`config.mk`:
```
export PLATFORM = sky130hd
export DESIGN_NAME = ansi_sgr_line_parser_flat
export DESIGN_NICKNAME = d
export VERILOG_FILES = /design/src/hdl/asgr_pkg.sv /design/src/hdl/asgr_if.sv /design/src/hdl/asgr_ram.sv /design/src/hdl/asgr_datapath.sv /design/src/hdl/asgr_ctrl.sv /design/src/hdl/ansi_sgr_line_parser.sv /design/src/flat_wrapper.sv
export SDC_FILE = /design/constraint.sdc
export NUM_CORES = 1
export LEC_CHECK = 0
export BUFFER_PORTS_ARGS = -buffer_cell sky130_fd_sc_hd__buf_4
export CAP_MARGIN = 20
export CELL_PAD_IN_SITES_DETAIL_PLACEMENT = 1
export CELL_PAD_IN_SITES_GLOBAL_PLACEMENT = 1
export CORE_ASPECT_RATIO = 2
export CORE_UTILIZATION = 28
export CTS_CLUSTER_SIZE = 10
export DETAILED_ROUTE_END_ITERATION = 10
export HOLD_SLACK_MARGIN = 0.08
export PLACE_DENSITY_LB_ADDON = 0.12
export SYNTH_ARGS = -nofsm -noshare
export SYNTH_HDL_FRONTEND = slang
export SYNTH_HIERARCHICAL = 1
export SYNTH_SLANG_ARGS = --single-unit
```
`constraint.sdc`:
```
create_clock -name clk -period 6.4 [get_ports clk]
set_input_delay 0.32 -clock clk [delete_from_list [all_inputs] [get_ports clk]]
set_output_delay 0.32 -clock clk [all_outputs]
set_load 0.05 [all_outputs]
```
`src/hdl/asgr_pkg.sv`:
```
`timescale 1ns / 1ps
// ----------------------------------------------------------------------------
// asgr_pkg
// shared types and constants of the sgr line parser
// ----------------------------------------------------------------------------
package asgr_pkg;

  localparam int AttrW = 39;
  localparam int ParW  = 16;

  typedef logic [AttrW-1:0] attrs_t;
  typedef logic [ParW-1:0]  param_t;

  localparam logic [7:0] ChEsc  = 8'h1B;
  localparam logic [7:0] ChLbr  = 8'h5B;
  localparam logic [7:0] ChSemi = 8'h3B;
  localparam logic [7:0] ChCol  = 8'h3A;
  localparam logic [7:0] ChM    = 8'h6D;
  localparam logic [7:0] ChSp   = 8'h20;
  localparam logic [7:0] ChTab  = 8'h09;
  localparam param_t     Sat16  = 16'hFFFF;

  localparam int FgLo = 7;
  localparam int BgLo = 23;

  // controller to datapath
  typedef struct packed {
    logic accum_digit;   // fold digit into number
    logic accum_clear;
    logic push;          // push number into store
    logic seq_clear;     // drop param count
    logic walk_start;    // load walk registers
    logic walk_step;     // fetch a param or apply one code
    logic walk_commit;   // write back attrs, update peak
    logic mark_first;    // check for first non-blank
    logic line_clear;
  } asgr_cmd_t;

  // datapath to controller
  typedef struct packed {
    logic walk_done;
  } asgr_sts_t;

  function automatic logic signed [3:0] weight_of(attrs_t a);
    logic signed [3:0] w;
    w = 4'sd0;
    if (a[0]) w = w + 4'sd2;
    if (a[4]) w = w + 4'sd3;
    if (a[6]) w = w + 4'sd2;
    if (a[1]) w = w - 4'sd1;
    return w;
  endfunction

endpackage

```
`src/hdl/asgr_if.sv`:
```
`timescale 1ns / 1ps
// ----------------------------------------------------------------------------
// asgr_in_if / asgr_out_if
// valid-ready channels of the sgr line parser
// ----------------------------------------------------------------------------
interface asgr_in_if;
  logic       valid;
  logic       ready;
  logic       func;
  logic [7:0] ch;
  modport source (output valid, func, ch, input ready);
  modport sink (input valid, func, ch, output ready);
endinterface

interface asgr_out_if;
  logic        valid;
  logic        ready;
  logic [7:0]  plain_char;
  logic        char_valid;
  logic        line_done;
  logic [38:0] start_attrs;
  logic [38:0] heavy_attrs;
  logic [3:0]  peak_weight;
  logic        params_dropped;
  modport source (output valid, plain_char, char_valid, line_done, start_attrs,
                  heavy_attrs, peak_weight, params_dropped, input ready);
  modport sink (input valid, plain_char, char_valid, line_done, start_attrs,
                heavy_attrs, peak_weight, params_dropped, output ready);
endinterface

```
`src/hdl/asgr_ram.sv`:
```
`timescale 1ns / 1ps
// ----------------------------------------------------------------------------
// asgr_ram
// generic single-port-write ram with registered read
// ----------------------------------------------------------------------------
module asgr_ram #(
  parameter int Width = 16,
  parameter int Depth = 16
) (
  input  logic                     clk,
  input  logic                     we,
  input  logic [$clog2(Depth)-1:0] waddr,
  input  logic [Width-1:0]         wdata,
  input  logic [$clog2(Depth)-1:0] raddr,
  output logic [Width-1:0]         rdata
);
  logic [Width-1:0] mem [Depth];

  always_ff @(posedge clk) begin
    if (we) mem[waddr] <= wdata;
    rdata <= mem[raddr];
  end
endmodule

```
`src/hdl/asgr_datapath.sv`:
```
`timescale 1ns / 1ps
// ----------------------------------------------------------------------------
// asgr_datapath
// number accumulation, parameter store, sgr walk and line attribute state
// ----------------------------------------------------------------------------
module asgr_datapath #(
  parameter int MaxParams = 16
) (
  input  logic                clk,
  input  logic                rst,
  input  asgr_pkg::asgr_cmd_t cmd,
  output asgr_pkg::asgr_sts_t sts,
  input  logic [7:0]          ch,
  output asgr_pkg::attrs_t    first_attrs,
  output asgr_pkg::attrs_t    best_attrs,
  output logic                overflow_seen
);
  import asgr_pkg::*;

  localparam int AW = $clog2(MaxParams);
  localparam int CW = $clog2(MaxParams + 1);

  param_t           number_accum;
  logic [CW-1:0]    param_count;
  attrs_t           current_attrs;
  logic             seeking_first;
  attrs_t           walk_attrs;
  logic [CW-1:0]    walk_idx;   // index of param held in the window head
  logic [CW-1:0]    fetch_idx;  // next address to read
  // window of five params: win[0] is current
  param_t           win [5];
  logic             ram_vld;

  param_t           rdata;
  param_t           nv_mul;
  logic [19:0]      nv;
  logic             push_ok;

  assign push_ok = param_count < CW'(MaxParams);
  assign nv_mul = number_accum;
  assign nv = {nv_mul, 3'b000} + {2'b00, nv_mul, 1'b0} + 20'(ch - 8'h30);

  asgr_ram #(.Width(ParW), .Depth(MaxParams)) u_store (
    .clk   (clk),
    .we    (cmd.push && push_ok),
    .waddr (param_count[AW-1:0]),
    .wdata (number_accum),
    .raddr (fetch_idx[AW-1:0]),
    .rdata (rdata)
  );

  // number of params valid from walk_idx on
  logic [CW-1:0] remain;
  logic [CW:0]   filled;   // params loaded into window (from walk_idx)
  assign remain = param_count - walk_idx;

  // walk step: need window filled up to min(5, remain) params
  logic need_more;
  logic [CW:0] want;
  assign want = ({1'b0, remain} > (CW+1)'(5)) ? (CW+1)'(5) : {1'b0, remain};
  assign need_more = filled < want;
  assign sts.walk_done = (walk_idx >= param_count) && !ram_vld;

  function automatic attrs_t put_fg(attrs_t a, param_t v, logic set);
    attrs_t r;
    r = a;
    r[FgLo +: 16] = set ? v : 16'd0;
    r[5] = set;
    return r;
  endfunction
  function automatic attrs_t put_bg(attrs_t a, param_t v, logic set);
    attrs_t r;
    r = a;
    r[BgLo +: 16] = set ? v : 16'd0;
    r[6] = set;
    return r;
  endfunction

  attrs_t        step_attrs;
  logic [2:0]    step_adv;
  always_comb begin
    param_t v;
    logic   n1, n2, n4;
    v  = win[0];
    n1 = remain > CW'(1);
    n2 = remain > CW'(2);
    n4 = remain > CW'(4);
    step_attrs = walk_attrs;
    step_adv   = 3'd1;
    if (v == 16'd0) step_attrs = '0;
    else if (v == 16'd1) step_attrs[0] = 1'b1;
    else if (v == 16'd2) step_attrs[1] = 1'b1;
    else if (v == 16'd3) step_attrs[2] = 1'b1;
    else if (v == 16'd4) step_attrs[3] = 1'b1;
    else if (v == 16'd7) step_attrs[4] = 1'b1;
    else if (v == 16'd22) step_attrs[1:0] = 2'b00;
    else if (v == 16'd27) step_attrs[4] = 1'b0;
    else if ((v >= 16'd30 && v <= 16'd37) || (v >= 16'd90 && v <= 16'd97))
      step_attrs = put_fg(walk_attrs, v, 1'b1);
    else if (v == 16'd39) step_attrs = put_fg(walk_attrs, 16'd0, 1'b0);
    else if ((v >= 16'd40 && v <= 16'd47) || (v >= 16'd100 && v <= 16'd107))
      step_attrs = put_bg(walk_attrs, v, 1'b1);
    else if (v == 16'd49) step_attrs = put_bg(walk_attrs, 16'd0, 1'b0);
    else if ((v == 16'd38 || v == 16'd48) && n1) begin
      if (win[1] == 16'd5 && n2) begin
        step_attrs = (v == 16'd38) ? put_fg(walk_attrs, win[2], 1'b1)
                                   : put_bg(walk_attrs, win[2], 1'b1);
        step_adv = 3'd3;
      end else if (win[1] == 16'd2 && n4) begin
        step_attrs = (v == 16'd38) ? put_fg(walk_attrs, 16'd256, 1'b1)
                                   : put_bg(walk_attrs, 16'd256, 1'b1);
        step_adv = 3'd5;
      end
    end
  end

  logic do_step;
  assign do_step = cmd.walk_step && !need_more && !ram_vld && (walk_idx < param_count);

  always_ff @(posedge clk) begin
    if (rst || cmd.line_clear) begin
      number_accum  <= '0;
      param_count   <= '0;
      current_attrs <= '0;
      first_attrs   <= '0;
      best_attrs    <= '0;
      seeking_first <= 1'b1;
      overflow_seen <= 1'b0;
      ram_vld       <= 1'b0;
      walk_idx      <= '0;
      fetch_idx     <= '0;
      filled        <= '0;
    end else begin
      if (cmd.accum_clear) number_accum <= '0;
      else if (cmd.accum_digit)
        number_accum <= (nv > 20'(Sat16)) ? Sat16 : nv[15:0];
      else if (cmd.push) number_accum <= '0;
      if (cmd.push) begin
        if (push_ok) param_count <= param_count + CW'(1);
        else overflow_seen <= 1'b1;
      end
      if (cmd.seq_clear) param_count <= '0;
      if (cmd.mark_first && seeking_first && ch != ChSp && ch != ChTab) begin
        first_attrs   <= current_attrs;
        seeking_first <= 1'b0;
      end
      if (cmd.walk_start) begin
        walk_attrs <= current_attrs;
        walk_idx   <= '0;
        fetch_idx  <= '0;
        filled     <= '0;
        ram_vld    <= 1'b0;
      end else if (cmd.walk_step) begin
        // one read in flight at a time
        if (ram_vld) begin
          win[filled[2:0]] <= rdata;
          filled  <= filled + (CW+1)'(1);
          ram_vld <= 1'b0;
        end else if (need_more) begin
          ram_vld   <= 1'b1;
          fetch_idx <= fetch_idx + CW'(1);
        end else if (do_step) begin
          walk_attrs <= step_attrs;
          walk_idx   <= walk_idx + CW'(step_adv);
          fetch_idx  <= walk_idx + CW'(step_adv);
          filled     <= '0;
        end
      end
      if (cmd.walk_commit) begin
        current_attrs <= walk_attrs;
        if (weight_of(walk_attrs) > weight_of(best_attrs)) best_attrs <= walk_attrs;
      end
    end
  end

  // fetch address must point at walk_idx+filled when issuing
  // (fetch_idx tracks it since reads are issued in order)
endmodule

```
`src/hdl/asgr_ctrl.sv`:
```
`timescale 1ns / 1ps
// ----------------------------------------------------------------------------
// asgr_ctrl
// escape phase tracking, handshakes and walk sequencing
// ----------------------------------------------------------------------------
module asgr_ctrl (
  input  logic                clk,
  input  logic                rst,
  input  logic                in_valid,
  output logic                in_ready,
  input  logic                func,
  input  logic [7:0]          ch,
  output logic                out_valid,
  input  logic                out_ready,
  output logic                res_char,
  output logic                res_done,
  output logic [7:0]          res_byte,
  output asgr_pkg::asgr_cmd_t cmd,
  input  asgr_pkg::asgr_sts_t sts
);
  import asgr_pkg::*;

  typedef enum logic [2:0] {
    S_GROUND, S_ESC, S_CSI, S_WALK, S_COMMIT
  } state_t;

  state_t state;
  logic   acc;
  logic   is_digit;

  assign in_ready = !rst && (state == S_GROUND || state == S_ESC || state == S_CSI)
                    && (!out_valid || out_ready);
  assign acc = in_valid && in_ready;
  assign is_digit = ch >= 8'h30 && ch <= 8'h39;

  always_comb begin
    cmd = '0;
    unique case (state)
      S_WALK:   cmd.walk_step   = 1'b1;
      S_COMMIT: begin
        cmd.walk_commit = 1'b1;
        cmd.seq_clear   = 1'b1;
      end
      default: begin
        if (acc) begin
          if (func) cmd.line_clear = 1'b1;
          else if (state == S_ESC) begin
            cmd.seq_clear   = (ch == ChLbr);
            cmd.accum_clear = (ch == ChLbr);
          end else if (state == S_CSI) begin
            if (is_digit) cmd.accum_digit = 1'b1;
            else begin
              cmd.push = 1'b1;
              cmd.walk_start = (ch == ChM);
              cmd.seq_clear  = 1'b0;
            end
          end else if (ch != ChEsc) cmd.mark_first = 1'b1;
        end
      end
    endcase
  end

  always_ff @(posedge clk) begin
    if (rst) begin
      state     <= S_GROUND;
      out_valid <= 1'b0;
    end else begin
      if (out_valid && out_ready) out_valid <= 1'b0;
      unique case (state)
        S_WALK:   if (sts.walk_done) state <= S_COMMIT;
        S_COMMIT: state <= S_GROUND;
        default: begin
          if (acc) begin
            if (func) begin
              state     <= S_GROUND;
              out_valid <= 1'b1;
              res_done  <= 1'b1;
              res_char  <= 1'b0;
              res_byte  <= '0;
            end else if (state == S_ESC) begin
              state <= (ch == ChLbr) ? S_CSI : S_GROUND;
            end else if (state == S_CSI) begin
              if (!is_digit && ch != ChSemi && ch != ChCol)
                state <= (ch == ChM) ? S_WALK : S_GROUND;
            end else if (ch == ChEsc) begin
              state <= S_ESC;
            end else begin
              out_valid <= 1'b1;
              res_done  <= 1'b0;
              res_char  <= 1'b1;
              res_byte  <= ch;
            end
          end
        end
      endcase
    end
  end

  // a final other than m leaves the param count as it is
  // (it is cleared when the next sequence opens or a line ends)
endmodule

```
`src/hdl/ansi_sgr_line_parser.sv`:
```
`timescale 1ns / 1ps
// ----------------------------------------------------------------------------
// ansi_sgr_line_parser
// streaming ansi escape / sgr parser for one terminal line
// ----------------------------------------------------------------------------
// Words are accepted back to back while results are taken, except a final
// 'm', after which the controller walks the stored parameters through the
// single read port of the parameter ram: every applied code first reloads a
// window of up to five parameters, one read in flight at a time, and is then
// applied, and the walk ends in a commit state that writes the attributes
// back. The input is held for the whole walk. The result of a word is
// registered; the next word is accepted in the cycle the pending result is
// taken, so a result that is not taken holds the input.
module ansi_sgr_line_parser #(
  parameter int MAX_PARAMS = 16
) (
  input logic        clk,
  input logic        rst,
  asgr_in_if.sink    in_ch,
  asgr_out_if.source out_ch
);
  import asgr_pkg::*;

  asgr_cmd_t cmd;
  asgr_sts_t sts;
  attrs_t    first_attrs, best_attrs;
  logic      overflow_seen;
  logic      res_char, res_done;
  logic [7:0] res_byte;
  attrs_t    rep_first, rep_best;
  logic      rep_ovf;

  asgr_ctrl u_ctrl (
    .clk (clk), .rst (rst),
    .in_valid (in_ch.valid), .in_ready (in_ch.ready),
    .func (in_ch.func), .ch (in_ch.ch),
    .out_valid (out_ch.valid), .out_ready (out_ch.ready),
    .res_char (res_char), .res_done (res_done), .res_byte (res_byte),
    .cmd (cmd), .sts (sts)
  );

  asgr_datapath #(.MaxParams(MAX_PARAMS)) u_dp (
    .clk (clk), .rst (rst), .cmd (cmd), .sts (sts), .ch (in_ch.ch),
    .first_attrs (first_attrs), .best_attrs (best_attrs),
    .overflow_seen (overflow_seen)
  );

  // snapshot line report before the restart clears it
  always_ff @(posedge clk) begin
    if (cmd.line_clear) begin
      rep_first <= first_attrs;
      rep_best  <= best_attrs;
      rep_ovf   <= overflow_seen;
    end
  end

  assign out_ch.plain_char     = res_byte;
  assign out_ch.char_valid     = res_char;
  assign out_ch.line_done      = res_done;
  assign out_ch.start_attrs    = res_done ? rep_first : '0;
  assign out_ch.heavy_attrs    = res_done ? rep_best : '0;
  assign out_ch.peak_weight    = res_done ? weight_of(rep_best) : 4'sd0;
  assign out_ch.params_dropped = res_done & rep_ovf;
endmodule

```
`src/flat_wrapper.sv`:
```
// flat-port wrapper written by rule: the top's interface ports become plain ports
module ansi_sgr_line_parser_flat import asgr_pkg::*;
#(
  parameter int MAX_PARAMS = 16
)
  (clk, rst, in_ch_valid, in_ch_func, in_ch_ch, in_ch_ready, out_ch_valid, out_ch_plain_char, out_ch_char_valid, out_ch_line_done, out_ch_start_attrs, out_ch_heavy_attrs, out_ch_peak_weight, out_ch_params_dropped, out_ch_ready);
  asgr_in_if in_ch_i ();
  asgr_out_if out_ch_i ();
  input logic clk;
  input logic rst;
  input wire logic [$bits(in_ch_i.valid)-1:0] in_ch_valid;
  input wire logic [$bits(in_ch_i.func)-1:0] in_ch_func;
  input wire logic [$bits(in_ch_i.ch)-1:0] in_ch_ch;
  output wire logic [$bits(in_ch_i.ready)-1:0] in_ch_ready;
  output wire logic [$bits(out_ch_i.valid)-1:0] out_ch_valid;
  output wire logic [$bits(out_ch_i.plain_char)-1:0] out_ch_plain_char;
  output wire logic [$bits(out_ch_i.char_valid)-1:0] out_ch_char_valid;
  output wire logic [$bits(out_ch_i.line_done)-1:0] out_ch_line_done;
  output wire logic [$bits(out_ch_i.start_attrs)-1:0] out_ch_start_attrs;
  output wire logic [$bits(out_ch_i.heavy_attrs)-1:0] out_ch_heavy_attrs;
  output wire logic [$bits(out_ch_i.peak_weight)-1:0] out_ch_peak_weight;
  output wire logic [$bits(out_ch_i.params_dropped)-1:0] out_ch_params_dropped;
  input wire logic [$bits(out_ch_i.ready)-1:0] out_ch_ready;
  assign in_ch_i.valid = in_ch_valid;
  assign in_ch_i.func = in_ch_func;
  assign in_ch_i.ch = in_ch_ch;
  assign in_ch_ready = in_ch_i.ready;
  assign out_ch_valid = out_ch_i.valid;
  assign out_ch_plain_char = out_ch_i.plain_char;
  assign out_ch_char_valid = out_ch_i.char_valid;
  assign out_ch_line_done = out_ch_i.line_done;
  assign out_ch_start_attrs = out_ch_i.start_attrs;
  assign out_ch_heavy_attrs = out_ch_i.heavy_attrs;
  assign out_ch_peak_weight = out_ch_i.peak_weight;
  assign out_ch_params_dropped = out_ch_i.params_dropped;
  assign out_ch_i.ready = out_ch_ready;
  ansi_sgr_line_parser #(.MAX_PARAMS(MAX_PARAMS)) u_core (.clk(clk), .rst(rst), .in_ch(in_ch_i), .out_ch(out_ch_i));
endmodule
```
# Word-level counts from Yosys, hierarchy flattened

Memory sizes are Yosys's and may differ from the RTL's. A register that Yosys moved wholly into a read port is not among the register bits.
Index checks and enable logic that the tools add are counted.

Flip-flop bits (word level): 289
Output and inout bits: 95
Memory bits (writable): 336
Memories: 2
Input port bits: 13
Logic and storage cells: 367

Memory list:

| memory                  | words | bits a word | rd ports | clocked after memory_dff | write ports | RTL line            | text |
|---|---|---|---|---|---|---|---|
| u_core.u_dp.u_store.mem | 16    | 16          | 1        | 1                        | 1           | asgr_ram.sv:17      | `logic [Width-1:0] mem [Depth];` |
| u_core.u_dp.win         | 5     | 16          | 3        | 0                        | 1           | asgr_datapath.sv:31 | `param_t win [5];` |

Add/sub/neg operators: 17
Bitwise gates (word level): 7
Equality and inequality tests: 56
Reductions and logical operators: 71
Order comparisons: 20
Mux-type cells: 168

Operator list:

| operator            | count |
|---|---|
| $mux 39             | 25 |
| $mux 37             | 8 |
| $mux 4              | 35 |
| $mux 3              | 26 |
| $mux 34             | 2 |
| $eq 16x6->1 const B | 4 |
| $eq 16x2->1 const B | 3 |
| $eq 16x3->1 const B | 3 |
| $mux 16             | 3 |
| $mux 1              | 44 |
| $mux 38             | 1 |
| $mux 36             | 1 |
| $reduce_and 18->1   | 2 |
| $mux 35             | 1 |
| $eq 16x5->1 const B | 2 |
| $ge 16x7->1 const B | 2 |
| $le 16x6->1 const B | 2 |
| $le 16x7->1 const B | 2 |
| $ne 4x3->1 const B  | 8 |
| $ne 3x2->1 const B  | 9 |
| $mux 5              | 5 |
| $mux 8              | 3 |
| $ne 6x5->1 const B  | 4 |
| $ne 8x6->1 const B  | 3 |
| 60 further kinds    | 141 |

# Depth between registers and ports, before layout

Gate-level depths: netlist of the first run.

Depth in word-level cells: 44
Mapped depth: 17

# Cells and area by module

The synthesis of the first run kept the hierarchy.

By module, submodules not included:

| module               | area an instance (um2) | cells each | instances |
|---|---|---|---|
| asgr_datapath        | 11728.7                | 1170       | 1 |
| asgr_ram             | 10042.1                | 432        | 1 |
| ansi_sgr_line_parser | 3078.0                 | 190        | 1 |
| asgr_ctrl            | 830.8                  | 79         | 1 |

# Worst setup path after synthesis of the first run

No wires, ideal clock.

Path kind: register to register
Start point: reg u_core.u_ctrl.out_valid
End point: reg u_core.u_dp.walk_attrs[0] (enable)
Path buffers: 3
Clock period less this slack: 5840 ps
Data required time: 6146 ps
Data arrival time: 5586 ps
Setup slack: 560 ps
Stages on the path, launching flop included: 9
Path through: dfxtp_1 nand2b_1 nand4_2 nor2_1 or2_2 clkbuf_1 buf_1 clkbuf_1 nor2_1

RTL lines:

| item                     | RTL line             | text |
|---|---|---|
| start: declaration       | asgr_ctrl.sv:13      | `output logic out_valid,` |
| start signal: assignment | asgr_ctrl.sv:66      | `out_valid <= 1'b0;` |
| start signal: assignment | asgr_ctrl.sv:68      | `if (out_valid && out_ready) out_valid <= 1'b0;` |
| start signal: assignment | asgr_ctrl.sv:76      | `out_valid <= 1'b1;` |
| end signal: assignment   | asgr_datapath.sv:148 | `walk_attrs <= current_attrs;` |
| end signal: assignment   | asgr_datapath.sv:163 | `walk_attrs <= step_attrs;` |
| end: declaration         | asgr_datapath.sv:27  | `attrs_t walk_attrs;` |

# Final worst setup path of the first run

Start point: reg u_core.u_dp.param_count[0]
End point: reg u_core.u_dp.walk_attrs[19] (enable)

Word-level cells in the longest chain between the ends: 10
Elaborated cells on any way between the ends: 22
Those cells by class: add/sub (1); order compare (6); eq/ne (3); mux (1); reduce/logical (11)

Ends and longest elaborated chain:

| item                            | RTL line             | text |
|---|---|---|
| start: declaration              | asgr_datapath.sv:24  | `logic [CW-1:0] param_count;` |
| start signal: assignment        | asgr_datapath.sv:139 | `if (push_ok) param_count <= param_count + CW'(1);` |
| $sub 5x5->5                     | asgr_datapath.sv:55  | `assign remain = param_count - walk_idx;` |
| $gt 5x3->1                      | asgr_datapath.sv:60  | `assign want = ({1'b0, remain} > (CW+1)'(5)) ? (CW+1)'(5) : {1'b0, remain};` |
| $mux 5                          | asgr_datapath.sv:60  |  |
| $lt 6x5->1                      | asgr_datapath.sv:61  | `assign need_more = filled < want;` |
| $logic_not 1->1                 | asgr_datapath.sv:118 | `assign do_step = cmd.walk_step && !need_more && !ram_vld && (walk_idx < param_count);` |
| $logic_and 1x1->1 (3 in a row)  | asgr_datapath.sv:118 |  |
| $reduce_bool 2->1 (no line)     | --                   |  |
| $reduce_and 18->1 (no line) (*) | --                   |  |

Every way passes the cells marked *; elsewhere a longest branch is shown, timed or not.
A chain may end at the register's enable or synchronous reset.

==> flow_metrics.py, run 1 <==
metrics = {
    "status": {
        "status": "complete, no violations",
    },
    "global_routing": {
        "grt_usage": 0.1516,
        "grt_pass1_wl_um": 105400,
        "grt_start_max_net_pins": 140,
        "antenna_found_initial": 0,
        "grt_pass1_vias": 16660,
        "gr-total-overflow": 0,
    },
    "die": {
        "rows": 156,
        "core_um2": 90570,
        "start_util": 0.2835,
        "die-area_um2": 93000,
        "fp.dieH_um": 430.3,
        "die_w_um": 216.1,
        "io_pins": 108,
    },
    "setup_path": {
        "crit_path_max_fanout": 17,
        "startpoint_type": "flop",
        "crit_type": "flop to flop",
        "required_ns": 6.77,
        "rr_worst_depth": 17,
        "crit_arrival_ns": 5.22,
        "worstSetupEndpointType": "flop",
    },
    "drt": {
        "routed_wl_um": 69340,
        "firstDrtPassIters": 4,
        "drc": 0,
        "viasPerCell": 4.723,
        "postRouteAntennaNets": 0,
        "routedWlPerCell_um": 21.38,
        "drt_iter0_markers": 727,
        "vias": 15320,
    },
    "synth": {
        "synth_edf_count": 432,
        "yosysUniqueCellTypes": 91,
        "synth_flop_cell": "edfxtp_1",
        "synth_warnings": 6,
        "synth.ff_latch_count": 608,
        "synth_async_sr_flop_share": 0,
        "synth_area_um2": 25680,
        "synth-seq-area-share": 0.6424,
        "syn_area_per_cell_um2": 13.73,
        "synthCells": 1871,
    },
    "sta": {
        "tightest_slew_ns": 1.102,
        "maxSlewHeadroom": 0.2632,
        "finalCritPeriodShare": 0.7576,
        "fmax_ghz": 0.2062,
        "min_period_ns": 4.849,
        "setup_viol": 0,
        "final_max_slew_viol_count": 0,
        "finalHoldViolations": 0,
        "fin_tns_setup_ns": 0,
        "clock_skew_ns": 0.02542,
        "hold_slack_ns": 0.1445,
        "rsz0062_at_grt": "false",
    },
    "worst_hold_path": {
        "whs_path_depth": 2,
        "hold_path_class": "input pin to flop",
    },
    "power_and_ir_drop": {
        "irDropWorstVdd_uv": 189.3,
        "p_leak_nw": 10.44,
        "power_density_nw_per_um2": 274.9,
    },
    "placed_design": {
        "placedCellCount": 3099,
        "gp_congestion": 0.8032,
        "dp_hpwl_um": 49270,
        "numPortBuffers": 107,
    },
    "cts": {
        "clock-sinks": 608,
        "clk_latency_ns": 0.65,
        "path_clk_slew_ns": 0.06,
        "htreeDepth": 3,
        "cts_buffers": 71,
        "root_buffer": "clkbuf_16",
        "cts.path.max_buffers": 3,
        "cts_tree": "done",
        "post_cts_buffers": 0,
    },
    "finish": {
        "drive_gt1_frac": 0.1676,
        "stdcell_count": 3243,
        "n_fill_cell": 9566,
        "final_common_cell": "edfxtp_1",
        "mostFrequentLayoutCells": "edfxtp_1, dfxtp_1, nand2_1, nor2_1, buf_4",
        "syn_to_final_growth_pct": 17.94,
        "nets": 2080,
        "n_antenna_cell": 0,
    },
    "flow_run": {
        "cap_violations": 0,
    },
}
-- critical path, stage by stage (launching register included) --
cell      delay [ns]
dfxtp_1         0.50
inv_1           0.13
ha_1            0.18
inv_1           0.06
fa_1            0.40
a21o_1          0.19
a21oi_1         0.17
xnor2_1         0.20
a211oi_4        0.44
ha_1            0.30
and4b_1         0.23
a22oi_1         0.18
nand3_1         0.18
o21ai_1         0.61
a21oi_1         0.08
o21bai_1        0.38
nor2_1          0.10
buf_4           0.23
-- final cells by class --
class | instances | area (um2) | share of cell area
Sequential cell | 608 | 16500 | 0.5448
Multi-Input combinational cell | 1110 | 8642 | 0.2853
Clock buffer | 123 | 2014 | 0.06651
Tap cell | 1185 | 1483 | 0.04895
Timing Repair Buffer | 154 | 1300 | 0.04292
Inverter | 55 | 206.4 | 0.006816
Clock inverter | 8 | 141.4 | 0.004668
-- synthesized netlist by cell type, drive strengths merged, types with 3 or more instances --
master     n  area, um2
a2111oi   14      285.3
a211oi    11      95.09
a21o      16      120.1
a21oi    104      528.0
a222oi     4      40.04
a22o      17      148.9
a22oi     38      285.3
a31oi     10      62.56
and2      85      533.0
and3      10      62.56
buf       31      202.7
clkbuf    68      255.2
dfxtp    176       3523
edfxtp   432      12970
fa        17      340.3
ha        50      625.6
inv       54      202.7
mux2i     81      823.3
mux4      64       1479
nand2    168      630.6
nand2b    10      62.56
nand3     25      130.1
nand3b     7      52.55
nand4     12      81.33
nand4b     3      26.28
nor2     157      591.8
nor2b     24      157.6
nor3      23      115.1
nor3b      5      42.54
nor4      11      68.82
nor4b      3      47.54
o211ai     4      43.79
o21a       7      52.55
o21ai     31      155.2
o21bai     3      22.52
or2       10      62.56
or3       11      73.82
xnor2     21      183.9
xor2      18      157.7
-- registers in the layout, summed over array words and instances, names as in the netlist, 3 cells and up --
register	flops
u_core/u_ctrl/state	3
u_core/u_dp/filled	6
u_core/u_dp/walk_idx	5
u_core/u_ctrl/res_byte	8
u_core/rep_best	39
u_core/u_dp/win	48
u_core/u_dp/number_accum	16
u_core/u_dp/u_store/rdata	16
u_core/u_dp/first_attrs	39
u_core/u_dp/u_store/mem	256
u_core/u_dp/param_count	5
u_core/u_dp/fetch_idx	4
u_core/rep_first	39
u_core/u_dp/walk_attrs	39
u_core/u_dp/current_attrs	39
u_core/u_dp/best_attrs	39
-- cell families (layout without fill, tap and decap cells) --
group | Yosys count | count (layout) | synth area share
flops | 608 | 608 | 0.6424
xor+xnor | 39 | 39 | 0.01330
buf+inv | 154 | 340 | 0.02587
simple gates | 571 | 571 | 0.1093
fa+ha+maj | 67 | 67 | 0.03761
mux | 146 | 146 | 0.09009
other cells | 1 | 2 | 0.0001460
compound gates | 285 | 285 | 0.08127
-- final timing paths --
| check | end | startpoint | slack [ns] |
|---|---|---|---|
| setup / recovery | u_core/u_dp/walk_attrs[19] | u_core/u_dp/param_count[0] | 1.55 |
| hold / removal | u_core/u_ctrl/res_byte[6] | in_ch_ch[6] | 0.14 |
| setup reg to reg | u_core/u_dp/walk_attrs[19] | u_core/u_dp/param_count[0] | 1.55 |
| hold reg to reg | u_core/rep_first[29] | u_core/u_dp/first_attrs[29] | 0.42 |
-- layer usage --
metal / global-route usage / up-vias / wire length (um)
met1: 0.1426 / 7768 / 23550
li1: - / 7213 / -
met4: 0.06557 / 0 / 2499
met5: 0 / - / 0
met3: 0.02180 / 107 / 1697
met2: 0.3128 / 229 / 41590
-- power breakdown --
part | internal [mW] | switching [mW]
logic | 0.0975 | 0.221
clock network | 2.16 | 1.63
registers | 4.20 | 0.0164
total | 6.46 | 1.87
-- metrics by stage --
step	total power [mW]	util	setup WS [ns]	cell area, um2
after CTS	8.478	0.3338	1.423	30230
final	8.325	0.3344	1.551	30290
after global placement	4.611	0.3077	1.492	27870
after detailed placement	4.616	0.3089	1.299	27980
after floorplan	4.513	-	0.5602	25680
after global routing	8.621	0.3344	1.093	30290
-- timing repair --
item,in CTS,in global routing
hold endpoints to repair,13,0
resized for setup,0,0
hold buffers,10,0
No activity file was read; power rests on OpenSTA's default activity.
==> inputs of run 2 (changes only) <==
==> constraint.sdc (replaced) <==
create_clock -name clk -period 4.4 [get_ports clk]
set_input_delay 0.22 -clock clk [delete_from_list [all_inputs] [get_ports clk]]
set_output_delay 0.22 -clock clk [all_outputs]
set_load 0.05 [all_outputs]
==> flow_metrics.py, run 2 (synthesized netlist as in run 1, its figures left out) <==
metrics = {
    "status": {
        "status": "complete, no violations",
    },
    "worst_hold_path": {
        "hold_path_class": "input pin to flop",
    },
    "cts": {
        "cts.path.max_buffers": 3,
        "path_clk_slew_ns": 0.06,
        "post_cts_buffers": 0,
        "cts_tree": "done",
        "clk_latency_ns": 0.63,
        "clock-sinks": 608,
        "ctsResizeCount": 0,
        "root_buffer": "clkbuf_16",
        "htreeDepth": 3,
        "cts_buffers": 71,
    },
    "drt": {
        "routedWlPerCell_um": 22.37,
        "drt_iter0_markers": 627,
        "routed_wl_um": 73410,
        "viasPerCell": 4.739,
        "drc": 0,
        "firstDrtPassIters": 4,
        "postRouteAntennaNets": 0,
        "vias": 15550,
    },
    "sta": {
        "maxSlewHeadroom": 0.2602,
        "final_max_slew_viol_count": 0,
        "tightest_slew_ns": 1.110,
        "finalCritPeriodShare": 0.9480,
        "clock_skew_ns": 0.03320,
        "setup_viol": 0,
        "rsz0062_at_grt": "false",
        "fin_tns_setup_ns": 0,
        "finalHoldViolations": 0,
        "min_period_ns": 4.171,
        "fmax_ghz": 0.2397,
    },
    "setup_path": {
        "crit_type": "input pin to flop",
        "crit_path_max_fanout": 11,
        "rr_worst_depth": 17,
        "worstSetupStartpoint": "in_ch_ch[4]",
        "required_ns": 4.86,
        "cpLargestDelayFamily": "compound AO/OA/AOI/OAI gates",
        "r2r-start": "u_core/u_dp/walk_idx[0]",
        "r2r_slack_ns": 0.31,
        "critPathSlowestCell": "nor2_2",
        "startpoint_type": "input pin",
        "cpPeakStageDelay_ns": 0.71,
        "worstSetupEndpointType": "flop",
        "path_cells": "dlygate4sd3_1 > buf_4 > ha_1 > nor3_2 > buf_4 > fa_1 > ha_1 > a21o_1 > a31o_1 > o41a_1 > a41o_1 > mux2i_4 > nor2_2 > a2111oi_2",
        "crit_arrival_ns": 4.64,
        "worst-path-stages": 14,
        "endpoint": "u_core/u_dp/number_accum[4]",
        "reg2reg_to": "u_core/u_dp/walk_attrs[30]",
        "crit_buf_inv": 3,
    },
    "power_and_ir_drop": {
        "p_seq_frac": 0.513,
        "power.switching_mw": 2.630,
        "switching_share": 0.2199,
        "pwr-share-clk": 0.447,
        "finalPower_mw": 11.96,
        "power_density_nw_per_um2": 393.2,
        "power.internal_mw": 9.331,
        "p_leak_nw": 10.64,
        "p_comb_frac": 0.040,
        "irDropWorstVdd_uv": 235.9,
    },
    "finish": {
        "syn_to_final_growth_pct": 18.48,
        "largest_register_ffs": 256,
        "design_area_um2": 30420,
        "final_common_cell": "edfxtp_1",
        "fin_util": 0.3359,
        "n_antenna_cell": 0,
        "stdcell_count": 3281,
        "drive_gt1_frac": 0.1799,
        "top_register": "u_core/u_dp/u_store/mem",
        "nets": 2127,
        "mostFrequentLayoutCells": "edfxtp_1, buf_4, dfxtp_1, nand2_1, nor2_1",
    },
    "global_routing": {
        "gr-total-overflow": 0,
        "grt_pass1_vias": 17000,
        "grt_usage": 0.1596,
        "grt_pass1_wl_um": 109200,
        "grt_start_max_net_pins": 85,
        "antenna_found_initial": 0,
    },
    "placed_design": {
        "place_area_um2": 28270,
        "gp_congestion": 0.8252,
        "numPortBuffers": 107,
        "placedCellCount": 3148,
        "dp_hpwl_um": 52500,
    },
    "flow_run": {
        "cap_violations": 0,
    },
    "die": {
        "rows": 156,
        "die-area_um2": 93000,
        "die_w_um": 216.1,
        "fp.dieH_um": 430.3,
        "core_um2": 90570,
        "start_util": 0.2835,
        "io_pins": 108,
    },
}
==> run 2: routing by layer <==
metal	global-route usage	vias to the layer above	routed length, um
li1	-	7276	-
met1	0.1451	7941	24610
met2	0.3396	219	44760
met3	0.02067	113	1669
met4	0.06315	0	2374
met5	0	-	0
==> run 2: cell type report <==
| class | instances | area (um2) |
|---|---|---|
| Multi-Input combinational cell | 1110 | 8587 |
| Timing Repair Buffer | 201 | 1602 |
| Fill cell | 9575 | 60140 |
| Tap cell | 1185 | 1483 |
| Inverter | 55 | 206.4 |
| Clock buffer | 117 | 1992 |
| Sequential cell | 608 | 16500 |
| Clock inverter | 5 | 53.80 |
==> run 2: worst min-delay path, cell delays in order <==
cell and delay [ns]:
buf_4 0.14, nand4_2 0.21, a21oi_1 0.16
==> run 2: power by group through the flow <==
stage	sequential, mW	clock [mW]	combinational, mW
finish	6.13	5.35	0.481
global route	6.13	5.71	0.516
CTS	6.13	5.54	0.494
detailed placement	6.25	0	0.485
global placement	6.25	0	0.478
floorplan	6.26	0	0.307
==> run 2: repair_timing <==
| item | in CTS | in global routing |
|---|---|---|
| hold buffers | 11 | 0 |
| setup endpoints to repair | 0 | 0 |
| endpoints found under the hold margin | 15 | 0 |
==> run 2: worst min-delay path by stage <==
stage	startpoint	endpoint	slack, ns	depth (start not counted)
2_1_floorplan	rst	u_core/u_ctrl/state[0]	0.29	1
3_3_place_gp	u_core/u_dp/first_attrs[14]	u_core/rep_first[14]	0.42	0
3_5_place_dp	u_core/u_dp/first_attrs[8]	u_core/rep_first[8]	0.42	0
4_1_cts	in_ch_valid	u_core/u_ctrl/res_done	0.27	3
5_1_grt	in_ch_valid	u_core/u_ctrl/res_done	0.29	3
6_report	in_ch_valid	u_core/u_ctrl/res_done	0.31	3
==> run 2: stage by stage <==
step,setup WS (ns),hold slack [ns]
after floorplan,0.05374,0.2879
after global placement,0.1789,0.4185
after detailed placement,0.09943,0.4168
after CTS,0.2274,0.2733
after global routing,0.01114,0.2934
final,0.2287,0.3058
